--- config.mk ---
export PLATFORM = sky130hd
export DESIGN_NAME = rate_limited_cascade_position_loop
export DESIGN_NICKNAME = d
export VERILOG_FILES = /design/src/sv/rlcpl_pkg.sv /design/src/sv/rlcpl_mul.sv /design/src/sv/rate_limited_cascade_position_loop.sv
export SDC_FILE = /design/constraint.sdc
export NUM_CORES = 2
export LEC_CHECK = 0
export ABC_AREA = 0
export ABC_CLOCK_PERIOD_IN_PS = 30300
export BUFFER_PORTS_ARGS = -buffer_cell sky130_fd_sc_hd__buf_2
export CORE_UTILIZATION = 71
export CTS_CLUSTER_SIZE = 8
export DETAILED_ROUTE_END_ITERATION = 12
export MAX_ROUTING_LAYER = met4
export PLACE_DENSITY = 0.88
export SETUP_SLACK_MARGIN = 0.1
export SYNTH_ARGS = -nofsm -noshare
export SYNTH_HDL_FRONTEND = slang
export SYNTH_SLANG_ARGS = --single-unit
export TNS_END_PERCENT = 1
--- constraint.sdc ---
create_clock -name clk_i -period 30.3 [get_ports clk_i]
set_input_delay 1.515 -clock clk_i [delete_from_list [all_inputs] [get_ports clk_i]]
set_output_delay 1.515 -clock clk_i [all_outputs]
set_load 0.02 [all_outputs]
--- src/sv/rlcpl_pkg.sv ---
`timescale 1ns / 1ps
`default_nettype none
// ----------------------------------------------------------------------------
// rlcpl_pkg
// Shared widths, codes and fixed constants of the cascaded position loop.
// ----------------------------------------------------------------------------
package rlcpl_pkg;

  // fixed field widths
  localparam int POS_W      = 24;
  localparam int DRIVE_W    = 16;
  localparam int GAIN_W     = 16;
  localparam int LIMIT_W    = 23;
  localparam int CFG_IDX_W  = 3;
  localparam int CFG_DATA_W = 23;
  localparam int STEP_W     = 12;

  // shared multiplier operand and product widths
  localparam int MUL_A_W = 30;
  localparam int MUL_B_W = 23;
  localparam int MUL_P_W = MUL_A_W + MUL_B_W;

  // reciprocal scaling for the divide by tick rate
  localparam int RECIP_SHIFT = 25;

  // slew rates in Q16.8 per second
  localparam int UP_RATE       = 5 * 256;
  localparam int DOWN_RATE_LOW = 15 * 256;

  localparam logic signed [POS_W-1:0]   LOW_POS_LIMIT = 24'sd4096;
  localparam logic signed [POS_W-1:0]   CAL_VCMD      = -24'sd512;
  localparam logic signed [DRIVE_W-1:0] CAL_DRIVE_MAX = 16'sd4915;
  localparam logic signed [DRIVE_W-1:0] OVR_THRESH    = 16'sd6553;
  localparam logic signed [DRIVE_W-1:0] OVR_DRIVE     = 16'sd19661;

  typedef enum logic [CFG_IDX_W-1:0] {
    REG_KP             = 3'd0,
    REG_KFF            = 3'd1,
    REG_PROP_GAIN      = 3'd2,
    REG_INT_GAIN       = 3'd3,
    REG_INTEGRAL_LIMIT = 3'd4,
    REG_VELOCITY_LIMIT = 3'd5,
    REG_GOAL_ALLOWANCE = 3'd6,
    REG_TOP_HEIGHT     = 3'd7
  } cfg_idx_e;

endpackage
`default_nettype wire

--- src/sv/rlcpl_mul.sv ---
`timescale 1ns / 1ps
`default_nettype none
// ----------------------------------------------------------------------------
// rlcpl_mul
// Shared signed multiplier with a registered product, one product per cycle.
// ----------------------------------------------------------------------------
module rlcpl_mul (
  input  wire                                       clk_i,
  input  wire logic signed [rlcpl_pkg::MUL_A_W-1:0] a_i,
  input  wire logic signed [rlcpl_pkg::MUL_B_W-1:0] b_i,
  output logic signed      [rlcpl_pkg::MUL_P_W-1:0] p_o
);
  import rlcpl_pkg::*;

  logic signed [MUL_P_W-1:0] p_q;
  logic signed [MUL_P_W-1:0] p_d;

  assign p_d = MUL_P_W'(a_i) * MUL_P_W'(b_i);

  always_ff @(posedge clk_i) begin
    p_q <= p_d;
  end

  assign p_o = p_q;

endmodule
`default_nettype wire

--- src/sv/rate_limited_cascade_position_loop.sv ---
`timescale 1ns / 1ps
`default_nettype none
// ----------------------------------------------------------------------------
// rate_limited_cascade_position_loop
// Cascaded position and velocity PI loop with slew-limited command and
// start-up calibration, one control tick per input word.
// ----------------------------------------------------------------------------
// Each input word is one control tick and yields one output word. A loop tick
// runs through an idle state that accepts the word, fourteen sequencer steps
// that run every product (feedforward, velocity, position gain, the divide by
// the tick rate through a reciprocal, and both drive terms) through one shared
// 30 x 23 bit multiplier, and an output state that loads the output register.
// An override tick skips the loop: accept, front step and output load. The
// output load waits while the previous word still sits unaccepted in the
// output register, that is while m_axis_tready stays low. s_axis_tready is
// high only between ticks; a finished word waits in the output register while
// the next tick is accepted.
module rate_limited_cascade_position_loop #(
  parameter int TICKS_PER_SECOND = 50,
  parameter int CAL_TICKS        = 25
) (
  input  wire                                          clk_i,
  input  wire                                          rst_ni,
  // configuration writes
  input  wire                                          cfg_we_i,
  input  wire logic [rlcpl_pkg::CFG_IDX_W-1:0]         cfg_idx_i,
  input  wire logic [rlcpl_pkg::CFG_DATA_W-1:0]        cfg_wdata_i,
  // input stream
  input  wire                                          s_axis_tvalid,
  output logic                                         s_axis_tready,
  // position_raw, goal_value, override_cmd
  input  wire logic [63:0]                             s_axis_tdata,
  // goal_load, override_on, paused
  input  wire logic [2:0]                              s_axis_tuser,
  // output stream
  output logic                                         m_axis_tvalid,
  input  wire                                          m_axis_tready,
  // motor_drive
  output logic [15:0]                                  m_axis_tdata,
  // at_goal, calibrating
  output logic [1:0]                                   m_axis_tuser
);
  import rlcpl_pkg::*;

  localparam int UP_STEP   = (UP_RATE + TICKS_PER_SECOND / 2) / TICKS_PER_SECOND;
  localparam int DOWN_STEP = (DOWN_RATE_LOW + TICKS_PER_SECOND / 2) / TICKS_PER_SECOND;
  localparam int HALF_TPS  = TICKS_PER_SECOND / 2;
  localparam int RECIP     = (1 << RECIP_SHIFT) / TICKS_PER_SECOND;
  localparam int SR_W      = MUL_P_W + 1;

  localparam logic signed [MUL_B_W-1:0] TPS_B   = MUL_B_W'(TICKS_PER_SECOND);
  localparam logic signed [MUL_B_W-1:0] RECIP_B = MUL_B_W'(RECIP);
  localparam logic signed [SR_W-1:0]    V_MAX   = SR_W'(8388607);
  localparam logic signed [SR_W-1:0]    V_MIN   = -SR_W'(8388608);
  localparam logic signed [SR_W-1:0]    D_MAX   = SR_W'(32767);
  localparam logic signed [SR_W-1:0]    D_MIN   = -SR_W'(32768);

  typedef enum logic [3:0] {
    ST_IDLE, ST_FRONT, ST_SLEW, ST_M_DT, ST_M_FF, ST_M_VEL, ST_M_ERR, ST_VCMD,
    ST_VERR, ST_D_MUL, ST_D_BACK, ST_D_FIX, ST_INTEG, ST_P_INT, ST_SUM, ST_OUT
  } state_e;

  function automatic logic signed [SR_W-1:0] shr_round(input logic signed [SR_W-1:0] x,
                                                       input int s);
    logic signed [SR_W-1:0] half;
    half = $signed(SR_W'(1) << (s - 1));
    if (x >= 0) begin
      return (x + half) >>> s;
    end
    return -((-x + half) >>> s);
  endfunction

  // configuration registers
  logic [GAIN_W-1:0]  kp_q, kff_q, pg_q, ig_q, allow_q;
  logic [LIMIT_W-1:0] ilim_q, vlim_q, top_q;

  always_ff @(posedge clk_i or negedge rst_ni) begin
    if (!rst_ni) begin
      kp_q    <= 16'd256;
      kff_q   <= 16'd0;
      pg_q    <= 16'd256;
      ig_q    <= 16'd256;
      ilim_q  <= 23'd65536;
      vlim_q  <= 23'd12800;
      allow_q <= 16'd128;
      top_q   <= 23'd6400;
    end else if (cfg_we_i) begin
      unique case (cfg_idx_e'(cfg_idx_i))
        REG_KP:             kp_q    <= cfg_wdata_i[GAIN_W-1:0];
        REG_KFF:            kff_q   <= cfg_wdata_i[GAIN_W-1:0];
        REG_PROP_GAIN:      pg_q    <= cfg_wdata_i[GAIN_W-1:0];
        REG_INT_GAIN:       ig_q    <= cfg_wdata_i[GAIN_W-1:0];
        REG_INTEGRAL_LIMIT: ilim_q  <= cfg_wdata_i[LIMIT_W-1:0];
        REG_VELOCITY_LIMIT: vlim_q  <= cfg_wdata_i[LIMIT_W-1:0];
        REG_GOAL_ALLOWANCE: allow_q <= cfg_wdata_i[GAIN_W-1:0];
        REG_TOP_HEIGHT:     top_q   <= cfg_wdata_i[LIMIT_W-1:0];
      endcase
    end
  end

  state_e state_q;

  // latched input word
  logic signed [POS_W-1:0]   raw_q, goal_val_q;
  logic signed [DRIVE_W-1:0] ovr_cmd_q;
  logic                      goal_load_q, ovr_on_q, paused_q;

  // loop state
  logic signed [POS_W-1:0] offset_q, sp_q, prev_pos_q, goal_q, integ_q, pos_q;
  logic                    cal_q;
  logic [15:0]             ticks_q;

  // working registers
  logic signed [STEP_W-1:0]  delta_q;
  logic signed [MUL_A_W-1:0] err_q;
  logic signed [POS_W-1:0]   vel_q, vcmd_q;
  logic signed [POS_W:0]     verr_q;
  logic [POS_W:0]            x_q;
  logic [21:0]               q_q;
  logic signed [MUL_P_W-1:0] acc_q;
  logic signed [DRIVE_W-1:0] drive_q;

  // output register
  logic              out_valid_q;
  logic [DRIVE_W-1:0] out_data_q;
  logic [1:0]        out_user_q;
  logic              out_load;

  assign out_load = (state_q == ST_OUT) && (!out_valid_q || m_axis_tready);

  // shared multiplier
  logic signed [MUL_A_W-1:0] mul_a;
  logic signed [MUL_B_W-1:0] mul_b;
  logic signed [MUL_P_W-1:0] prod;

  rlcpl_mul u_mul (
    .clk_i (clk_i),
    .a_i   (mul_a),
    .b_i   (mul_b),
    .p_o   (prod)
  );

  // front step
  logic signed [POS_W-1:0] pos_new, goal_sel, goal_clamped, top_ext;
  logic                    ticks_over, cal_fire, tick_inc;
  logic signed [DRIVE_W-1:0] ovr_drive;

  assign pos_new  = raw_q - offset_q;
  assign goal_sel = goal_load_q ? goal_val_q : goal_q;
  assign top_ext  = $signed({1'b0, top_q});

  always_comb begin
    if (goal_sel < 0) begin
      goal_clamped = '0;
    end else if (goal_sel > top_ext) begin
      goal_clamped = top_ext;
    end else begin
      goal_clamped = goal_sel;
    end
    if (ovr_cmd_q > OVR_THRESH) begin
      ovr_drive = OVR_DRIVE;
    end else if (ovr_cmd_q < -OVR_THRESH) begin
      ovr_drive = -OVR_DRIVE;
    end else begin
      ovr_drive = '0;
    end
  end

  assign ticks_over = {1'b0, ticks_q} > 17'(CAL_TICKS);
  assign cal_fire   = ticks_over && (pos_new == prev_pos_q) && cal_q;
  assign tick_inc   = !ticks_over && (ticks_q != '1);

  // slew step
  logic signed [POS_W:0] sp_diff, up_lim, down_lim, delta_full;

  assign sp_diff  = (POS_W + 1)'(goal_q) - (POS_W + 1)'(sp_q);
  assign up_lim   = (POS_W + 1)'(UP_STEP);
  assign down_lim = (pos_q < LOW_POS_LIMIT) ? (POS_W + 1)'(DOWN_STEP)
                                            : (POS_W + 1)'(UP_STEP);

  always_comb begin
    if (sp_diff > up_lim) begin
      delta_full = up_lim;
    end else if (sp_diff < -down_lim) begin
      delta_full = -down_lim;
    end else begin
      delta_full = sp_diff;
    end
  end

  // distance to goal
  logic signed [POS_W:0] dist_s;
  logic [POS_W:0]        dist_abs;
  logic                  near_goal;

  assign dist_s    = (POS_W + 1)'(goal_q) - (POS_W + 1)'(pos_q);
  assign dist_abs  = dist_s[POS_W] ? (POS_W + 1)'(-dist_s) : (POS_W + 1)'(dist_s);
  assign near_goal = dist_abs <= {{(POS_W + 1 - GAIN_W){1'b0}}, allow_q};

  // scaled products
  logic signed [SR_W-1:0]    prod_ext, prod_r8, sum_r1;
  logic signed [MUL_P_W-1:0] vlim_ext;
  logic signed [POS_W-1:0]   vel_clamped, vcmd_gain;

  assign prod_ext = SR_W'(prod);
  assign prod_r8  = shr_round(prod_ext, 8);
  assign vlim_ext = $signed({{(MUL_P_W - LIMIT_W){1'b0}}, vlim_q});

  always_comb begin
    if (prod > vlim_ext) begin
      vel_clamped = POS_W'(vlim_ext);
    end else if (prod < -vlim_ext) begin
      vel_clamped = POS_W'(-vlim_ext);
    end else begin
      vel_clamped = POS_W'(prod);
    end
    if (prod_r8 > V_MAX) begin
      vcmd_gain = POS_W'(V_MAX);
    end else if (prod_r8 < V_MIN) begin
      vcmd_gain = POS_W'(V_MIN);
    end else begin
      vcmd_gain = POS_W'(prod_r8);
    end
  end

  // divide by tick rate
  logic [POS_W:0]          verr_abs, x_new;
  logic signed [POS_W+1:0] rem;
  logic signed [POS_W-1:0] q_signed;
  logic signed [POS_W+1:0] integ_sum, ilim_ext;
  logic signed [POS_W-1:0] integ_new;

  assign verr_abs = verr_q[POS_W] ? (POS_W + 1)'(-verr_q) : (POS_W + 1)'(verr_q);
  assign x_new    = verr_abs + (POS_W + 1)'(HALF_TPS);
  assign rem      = $signed({1'b0, x_q}) - (POS_W + 2)'(prod);
  assign q_signed = verr_q[POS_W] ? -$signed({2'b0, q_q}) : $signed({2'b0, q_q});
  assign integ_sum = (POS_W + 2)'(integ_q) + (POS_W + 2)'(q_signed);
  assign ilim_ext  = $signed({3'b0, ilim_q});

  always_comb begin
    if (integ_sum > ilim_ext) begin
      integ_new = POS_W'(ilim_ext);
    end else if (integ_sum < -ilim_ext) begin
      integ_new = POS_W'(-ilim_ext);
    end else begin
      integ_new = POS_W'(integ_sum);
    end
  end

  // drive sum
  logic signed [SR_W-1:0]    drive_full;
  logic signed [DRIVE_W-1:0] drive_sat;

  assign sum_r1 = shr_round(SR_W'(acc_q) + prod_ext, 1);

  always_comb begin
    if (sum_r1 > D_MAX) begin
      drive_full = D_MAX;
    end else if (sum_r1 < D_MIN) begin
      drive_full = D_MIN;
    end else begin
      drive_full = sum_r1;
    end
    drive_sat = DRIVE_W'(drive_full);
    if (cal_q) begin
      if (drive_sat > CAL_DRIVE_MAX) begin
        drive_sat = CAL_DRIVE_MAX;
      end else if (drive_sat < -CAL_DRIVE_MAX) begin
        drive_sat = -CAL_DRIVE_MAX;
      end
    end
  end

  // multiplier operand select
  always_comb begin
    mul_a = '0;
    mul_b = '0;
    unique case (state_q)
      ST_M_DT: begin
        mul_a = MUL_A_W'(delta_q);
        mul_b = TPS_B;
      end
      ST_M_FF: begin
        mul_a = $signed(prod[MUL_A_W-1:0]);
        mul_b = $signed({{(MUL_B_W - GAIN_W){1'b0}}, kff_q});
      end
      ST_M_VEL: begin
        mul_a = MUL_A_W'(pos_q) - MUL_A_W'(prev_pos_q);
        mul_b = TPS_B;
      end
      ST_M_ERR: begin
        mul_a = err_q;
        mul_b = $signed({{(MUL_B_W - GAIN_W){1'b0}}, kp_q});
      end
      ST_D_MUL: begin
        mul_a = $signed({{(MUL_A_W - POS_W - 1){1'b0}}, x_new});
        mul_b = RECIP_B;
      end
      ST_D_BACK: begin
        mul_a = $signed({{(MUL_A_W - 22){1'b0}}, prod[RECIP_SHIFT+21:RECIP_SHIFT]});
        mul_b = TPS_B;
      end
      ST_INTEG: begin
        mul_a = MUL_A_W'(verr_q);
        mul_b = $signed({{(MUL_B_W - GAIN_W){1'b0}}, pg_q});
      end
      ST_P_INT: begin
        mul_a = MUL_A_W'(integ_q);
        mul_b = $signed({{(MUL_B_W - GAIN_W){1'b0}}, ig_q});
      end
      default: begin
        mul_a = '0;
        mul_b = '0;
      end
    endcase
  end

  // sequencer
  always_ff @(posedge clk_i or negedge rst_ni) begin
    if (!rst_ni) begin
      state_q     <= ST_IDLE;
      raw_q       <= '0;
      goal_val_q  <= '0;
      ovr_cmd_q   <= '0;
      goal_load_q <= 1'b0;
      ovr_on_q    <= 1'b0;
      paused_q    <= 1'b0;
      offset_q    <= '0;
      sp_q        <= '0;
      prev_pos_q  <= '0;
      goal_q      <= '0;
      integ_q     <= '0;
      pos_q       <= '0;
      cal_q       <= 1'b1;
      ticks_q     <= '0;
      delta_q     <= '0;
      err_q       <= '0;
      vel_q       <= '0;
      vcmd_q      <= '0;
      verr_q      <= '0;
      x_q         <= '0;
      q_q         <= '0;
      acc_q       <= '0;
      drive_q     <= '0;
      out_valid_q <= 1'b0;
      out_data_q  <= '0;
      out_user_q  <= '0;
    end else begin
      if (out_load) begin
        out_valid_q <= 1'b1;
      end else if (out_valid_q && m_axis_tready) begin
        out_valid_q <= 1'b0;
      end
      unique case (state_q)
        ST_IDLE: begin
          if (s_axis_tvalid) begin
            raw_q       <= $signed(s_axis_tdata[23:0]);
            goal_val_q  <= $signed(s_axis_tdata[47:24]);
            ovr_cmd_q   <= $signed(s_axis_tdata[63:48]);
            goal_load_q <= s_axis_tuser[0];
            ovr_on_q    <= s_axis_tuser[1];
            paused_q    <= s_axis_tuser[2];
            state_q     <= ST_FRONT;
          end
        end
        ST_FRONT: begin
          if (ovr_on_q) begin
            pos_q   <= pos_new;
            goal_q  <= goal_clamped;
            drive_q <= ovr_drive;
            state_q <= ST_OUT;
          end else begin
            if (cal_fire) begin
              offset_q   <= raw_q;
              pos_q      <= '0;
              sp_q       <= '0;
              prev_pos_q <= '0;
              goal_q     <= '0;
              integ_q    <= '0;
              cal_q      <= 1'b0;
            end else begin
              pos_q  <= pos_new;
              goal_q <= goal_clamped;
              if (tick_inc) begin
                ticks_q <= ticks_q + 16'd1;
              end
            end
            state_q <= ST_SLEW;
          end
        end
        ST_SLEW: begin
          delta_q <= STEP_W'(delta_full);
          sp_q    <= sp_q + POS_W'(delta_full);
          state_q <= ST_M_DT;
        end
        ST_M_DT: begin
          state_q <= ST_M_FF;
        end
        ST_M_FF: begin
          state_q <= ST_M_VEL;
        end
        ST_M_VEL: begin
          err_q   <= MUL_A_W'(sp_q) + MUL_A_W'(prod_r8) - MUL_A_W'(pos_q);
          state_q <= ST_M_ERR;
        end
        ST_M_ERR: begin
          vel_q   <= vel_clamped;
          state_q <= ST_VCMD;
        end
        ST_VCMD: begin
          if (cal_q) begin
            vcmd_q <= CAL_VCMD;
          end else if (near_goal) begin
            vcmd_q <= '0;
          end else begin
            vcmd_q <= vcmd_gain;
          end
          state_q <= ST_VERR;
        end
        ST_VERR: begin
          verr_q  <= (POS_W + 1)'(vcmd_q) - (POS_W + 1)'(vel_q);
          state_q <= ST_D_MUL;
        end
        ST_D_MUL: begin
          x_q     <= x_new;
          state_q <= ST_D_BACK;
        end
        ST_D_BACK: begin
          q_q     <= prod[RECIP_SHIFT+21:RECIP_SHIFT];
          state_q <= ST_D_FIX;
        end
        ST_D_FIX: begin
          if (rem >= (POS_W + 2)'(TICKS_PER_SECOND)) begin
            q_q <= q_q + 22'd1;
          end
          state_q <= ST_INTEG;
        end
        ST_INTEG: begin
          integ_q <= integ_new;
          state_q <= ST_P_INT;
        end
        ST_P_INT: begin
          acc_q   <= prod;
          state_q <= ST_SUM;
        end
        ST_SUM: begin
          drive_q    <= drive_sat;
          prev_pos_q <= pos_q;
          state_q    <= ST_OUT;
        end
        ST_OUT: begin
          if (out_load) begin
            out_data_q    <= (paused_q && !cal_q) ? '0 : drive_q;
            out_user_q[0] <= !cal_q && near_goal;
            out_user_q[1] <= cal_q;
            state_q       <= ST_IDLE;
          end
        end
      endcase
    end
  end

  assign s_axis_tready = (state_q == ST_IDLE);
  assign m_axis_tvalid = out_valid_q;
  assign m_axis_tdata  = out_data_q;
  assign m_axis_tuser  = out_user_q;

  a_busy_after_accept: assert property (@(posedge clk_i) disable iff (!rst_ni)
    s_axis_tvalid && s_axis_tready |=> !s_axis_tready)
    else $error("input taken while a tick is in progress");

  a_cal_never_restarts: assert property (@(posedge clk_i) disable iff (!rst_ni)
    !cal_q |=> !cal_q)
    else $error("calibration restarted");

  a_setpoint_nonneg: assert property (@(posedge clk_i) disable iff (!rst_ni)
    !sp_q[POS_W-1])
    else $error("setpoint went negative");

  a_out_from_seq: assert property (@(posedge clk_i) disable iff (!rst_ni)
    $rose(m_axis_tvalid) |-> $past(state_q == ST_OUT))
    else $error("output word loaded outside the output step");

endmodule
`default_nettype wire

==> metrics.md <==
| Metric | Value |
|---|---|
| Max frequency | `69.2 MHz` |
| Synth top area share | `0.202` |
| Initial antenna violation count | `21` |
| Routed WL | `272,000 um` |
| Chip width | `329 um` |
| Crit path capture type | `flop` |
| Clock transition at path regs | `0.05 ns` |
| Commonest cells in the netlist | `1,066 x inv_1, 1,046 x nand2_1, 616 x dfrtp_1, 615 x ha_1, 574 x fa_1` |
| Largest net degree at the start of global routing | `167` |
| Post-DP HPWL | `201,000 um` |
| Gr usage total | `0.513` |
| Internal reg-to-reg setup slack | `15.85 ns` |
| Final setup viols | `0` |
| Critical Path RT | `30.93 ns` |
| Hold Path Class | `reg -> reg` |
| Via density | `6.87` |
| Mapped cell area | `76,100 um2` |
| CP max FO | `7` |
| Seq/Total Area, Yosys | `0.220` |
| Synthesis Warnings | `0` |
| Initial core utilization | `0.719` |
| Die height | `329 um` |
| Fin crit share | `0.477` |
| DR WL/cell | `26.0 um` |
| Crit start category | `flop` |
| #FFs+latches synth | `679` |
| IO buf count | `117` |
| H-Tree Depth | `3` |
| RSZ-0062 raised after global routing | `no` |
| TritonCTS Buffers | `97` |
| Post-synth EDFFs | `0` |
| Post-CTS resize count | `0` |
| CTS Buffer Depth | `3` |
| Gpl congestion | `1.07` |
| CP max stage delay | `0.70 ns` |
| Final #Nets | `10,300` |
| Setup CP Type | `reg -> reg` |
| Crit path DAT | `15.08 ns` |
| DR DRC count | `0` |
| CP Depth | `52` |
| Status | `finished with violations` |
| Worst R2R Path Depth | `52` |
| Row count | `119` |
| Leading post-synthesis cells by cell area | `dfrtp_1 20%, fa_1 15%, ha_1 10%` |
| Buffers plus inverters on the worst setup path | `8` |
| Hold EP | `ticks_q[9]` |
| Post-CTS setup buffer count | `0` |
| Fill cells | `7,200` |
| First-pass GRT wire length | `410,000 um` |
| Post-synthesis async set-or-reset flop share | `0.925` |
| Count of maximum capacitance violations | `1` |
| Synth unique cells | `101` |
| Reg2reg end | `u_mul.p_o[50]` |
| Layout cells sized above 1 | `0.0926` |
| Vias in the first global route | `69,800` |
| Violations in the final reports | `max-capacitance violations, max-slew violations` |
| Total grt overflow | `0` |
| DRT Pass-1 Iters | `9` |
| HP Start | `ticks_q[9]` |
| Relative slew slack | `-0.0255` |
| Least-Margin Pin Slew | `1.53 ns` |
| Most common cell in the netlist | `inv_1` |
| Final Critical Period | `14.45 ns` |
| Detail Route Antenna Nets | `0` |
| Crit path max-delay cell type | `xor2_1` |
| Delay-heaviest family, CP | `compound AO/OA/AOI/OAI gates` |
| Syn Inst Count | `9,008` |
| Area Overhead vs Synth | `6.92%` |
| Root Buffer | `clkbuf_16` |
| CTS tree | `done` |
| Final core occ | `0.769` |
| IO Pins | `118` |
| Mean Syn Cell Area | `8.45 um2` |
| R2R Path Start | `prev_pos_q[1]` |
| Slew Limit Fails | `3` |
| Total Neg Setup Slack | `0 ns` |
| Worst Skew | `0.0745 ns` |
| Worst hold path cell count | `0` |
| Synth area leader | `dfrtp_1` |
| Via Count | `71,800` |
| Die area | `109,000 um2` |
| Worst skew pair latency | `0.73 ns` |
| DR iter-0 viols | `9,468` |
| Core ar. | `106,000 um2` |
| CTS Hold Bufs | `0` |
| CTS sink count | `679` |
| Top_reg_cell synth | `dfrtp_1` |
| Fin. Hold Viols | `0` |
## how the worst max path moves through the flow
stage / end / startpoint / slack (ns)
2_1_floorplan: u_mul.p_o[50] / pos_q[0] / 18.99
3_3_place_gp: u_mul.p_o[50] / prev_pos_q[1] / 17.55
3_5_place_dp: u_mul.p_o[50] / prev_pos_q[1] / 17.14
4_1_cts: u_mul.p_o[50] / prev_pos_q[1] / 16.58
5_1_grt: u_mul.p_o[50] / prev_pos_q[1] / 15.17
6_report: u_mul.p_o[50] / prev_pos_q[1] / 15.85
## worst register-to-register path: cells and delay by family, from the launching register on
kind / cells / cell delay [ns]
adders and majority gates: 9 / 4.07
AOI/OAI and AO/OA: 24 / 6.78
and+or+nand+nor: 9 / 1.79
xor gates and xnor gates: 2 / 0.87
buffers and inverters: 8 / 0.47
DFF: 1 / 0.37
## sequential cells by signal, indices dropped and copies added (netlist names), 24 cells and up
register,flops
raw_q,24
offset_q,24
sp_q,24
pos_q,24
err_q,30
integ_q,24
acc_q,51
verr_q,25
x_q,25
vcmd_q,24
u_mul.p_o,51
prev_pos_q,24
vel_q,24
goal_val_q,24
## final cells by class
type	count	area, um2	share of cell area
Inverter	1066	4000	0.0492
Antenna cell	20	50.0	0.000615
Timing Repair Buffer	280	1830	0.0225
Clock buffer	160	2740	0.0336
Tap cell	1391	1740	0.0214
Clock inverter	9	235	0.00289
Multi-Input combinational cell	6854	54000	0.664
Sequential cell	679	16800	0.206
## stage by stage
step	hold WS (ns)	worst slack [ns]	instance area (um2)	instances
finish	0.379	15.85	81400	10500
global route	0.388	15.17	81400	10500
global placement	0.365	17.55	78400	10300
CTS	0.380	16.58	81300	10400
detailed placement	0.367	17.14	78400	10300
floorplan	0.429	18.99	76200	9017
## layout by cell type (no fill, tap or decap), drive strengths merged, types with 37 or more instances in the layout
master | netlist | final
dfrtp | 616 | 616
nand4 | 127 | 127
nor2 | 565 | 565
xor2 | 131 | 131
nand2 | 1046 | 1046
inv | 1066 | 1067
and3 | 78 | 78
fa | 574 | 574
o21ai | 432 | 432
a21oi | 428 | 428
o31ai | 94 | 94
a21o | 135 | 135
o22ai | 117 | 117
nand3 | 219 | 219
a21boi | 55 | 55
clkbuf | 386 | 160
xnor2 | 403 | 403
or3 | 76 | 76
ha | 615 | 615
and2 | 109 | 109
buf | 32 | 280
mux2 | 313 | 313
nor3 | 230 | 230
mux2i | 59 | 59
nor2b | 106 | 106
or2 | 37 | 37
a31oi | 83 | 83
dfxtp | 51 | 51
a22oi | 97 | 97
nor4 | 79 | 79
or4 | 45 | 45
o211ai | 39 | 39
o21a | 48 | 48
a211oi | 48 | 48
nand2b | 80 | 80
## kinds of logic after synthesis
group           count (synthesis)  share of synthesized area
xor+xnor                      535                     0.0617
other cells                     2                  0.0000987
compound gates               1845                      0.156
fa+ha+maj                    1189                      0.252
simple gates                 2902                      0.182
mux                           372                     0.0541
buf+inv                      1484                     0.0734
flops                         679                      0.220
## per-layer routing
metal / global-route usage / wire length [um] / vias up
met5: - / 0 / -
li1: - / - / 30900
met1: 0.622 / 96100 / 34300
met3: 0.166 / 38000 / 1421
met4: 0.335 / 22400 / 0
met2: 0.733 / 115000 / 5246
Power is not shown: default switching activity piles up to over one toggle a cycle in this logic, so the estimate is an artifact.
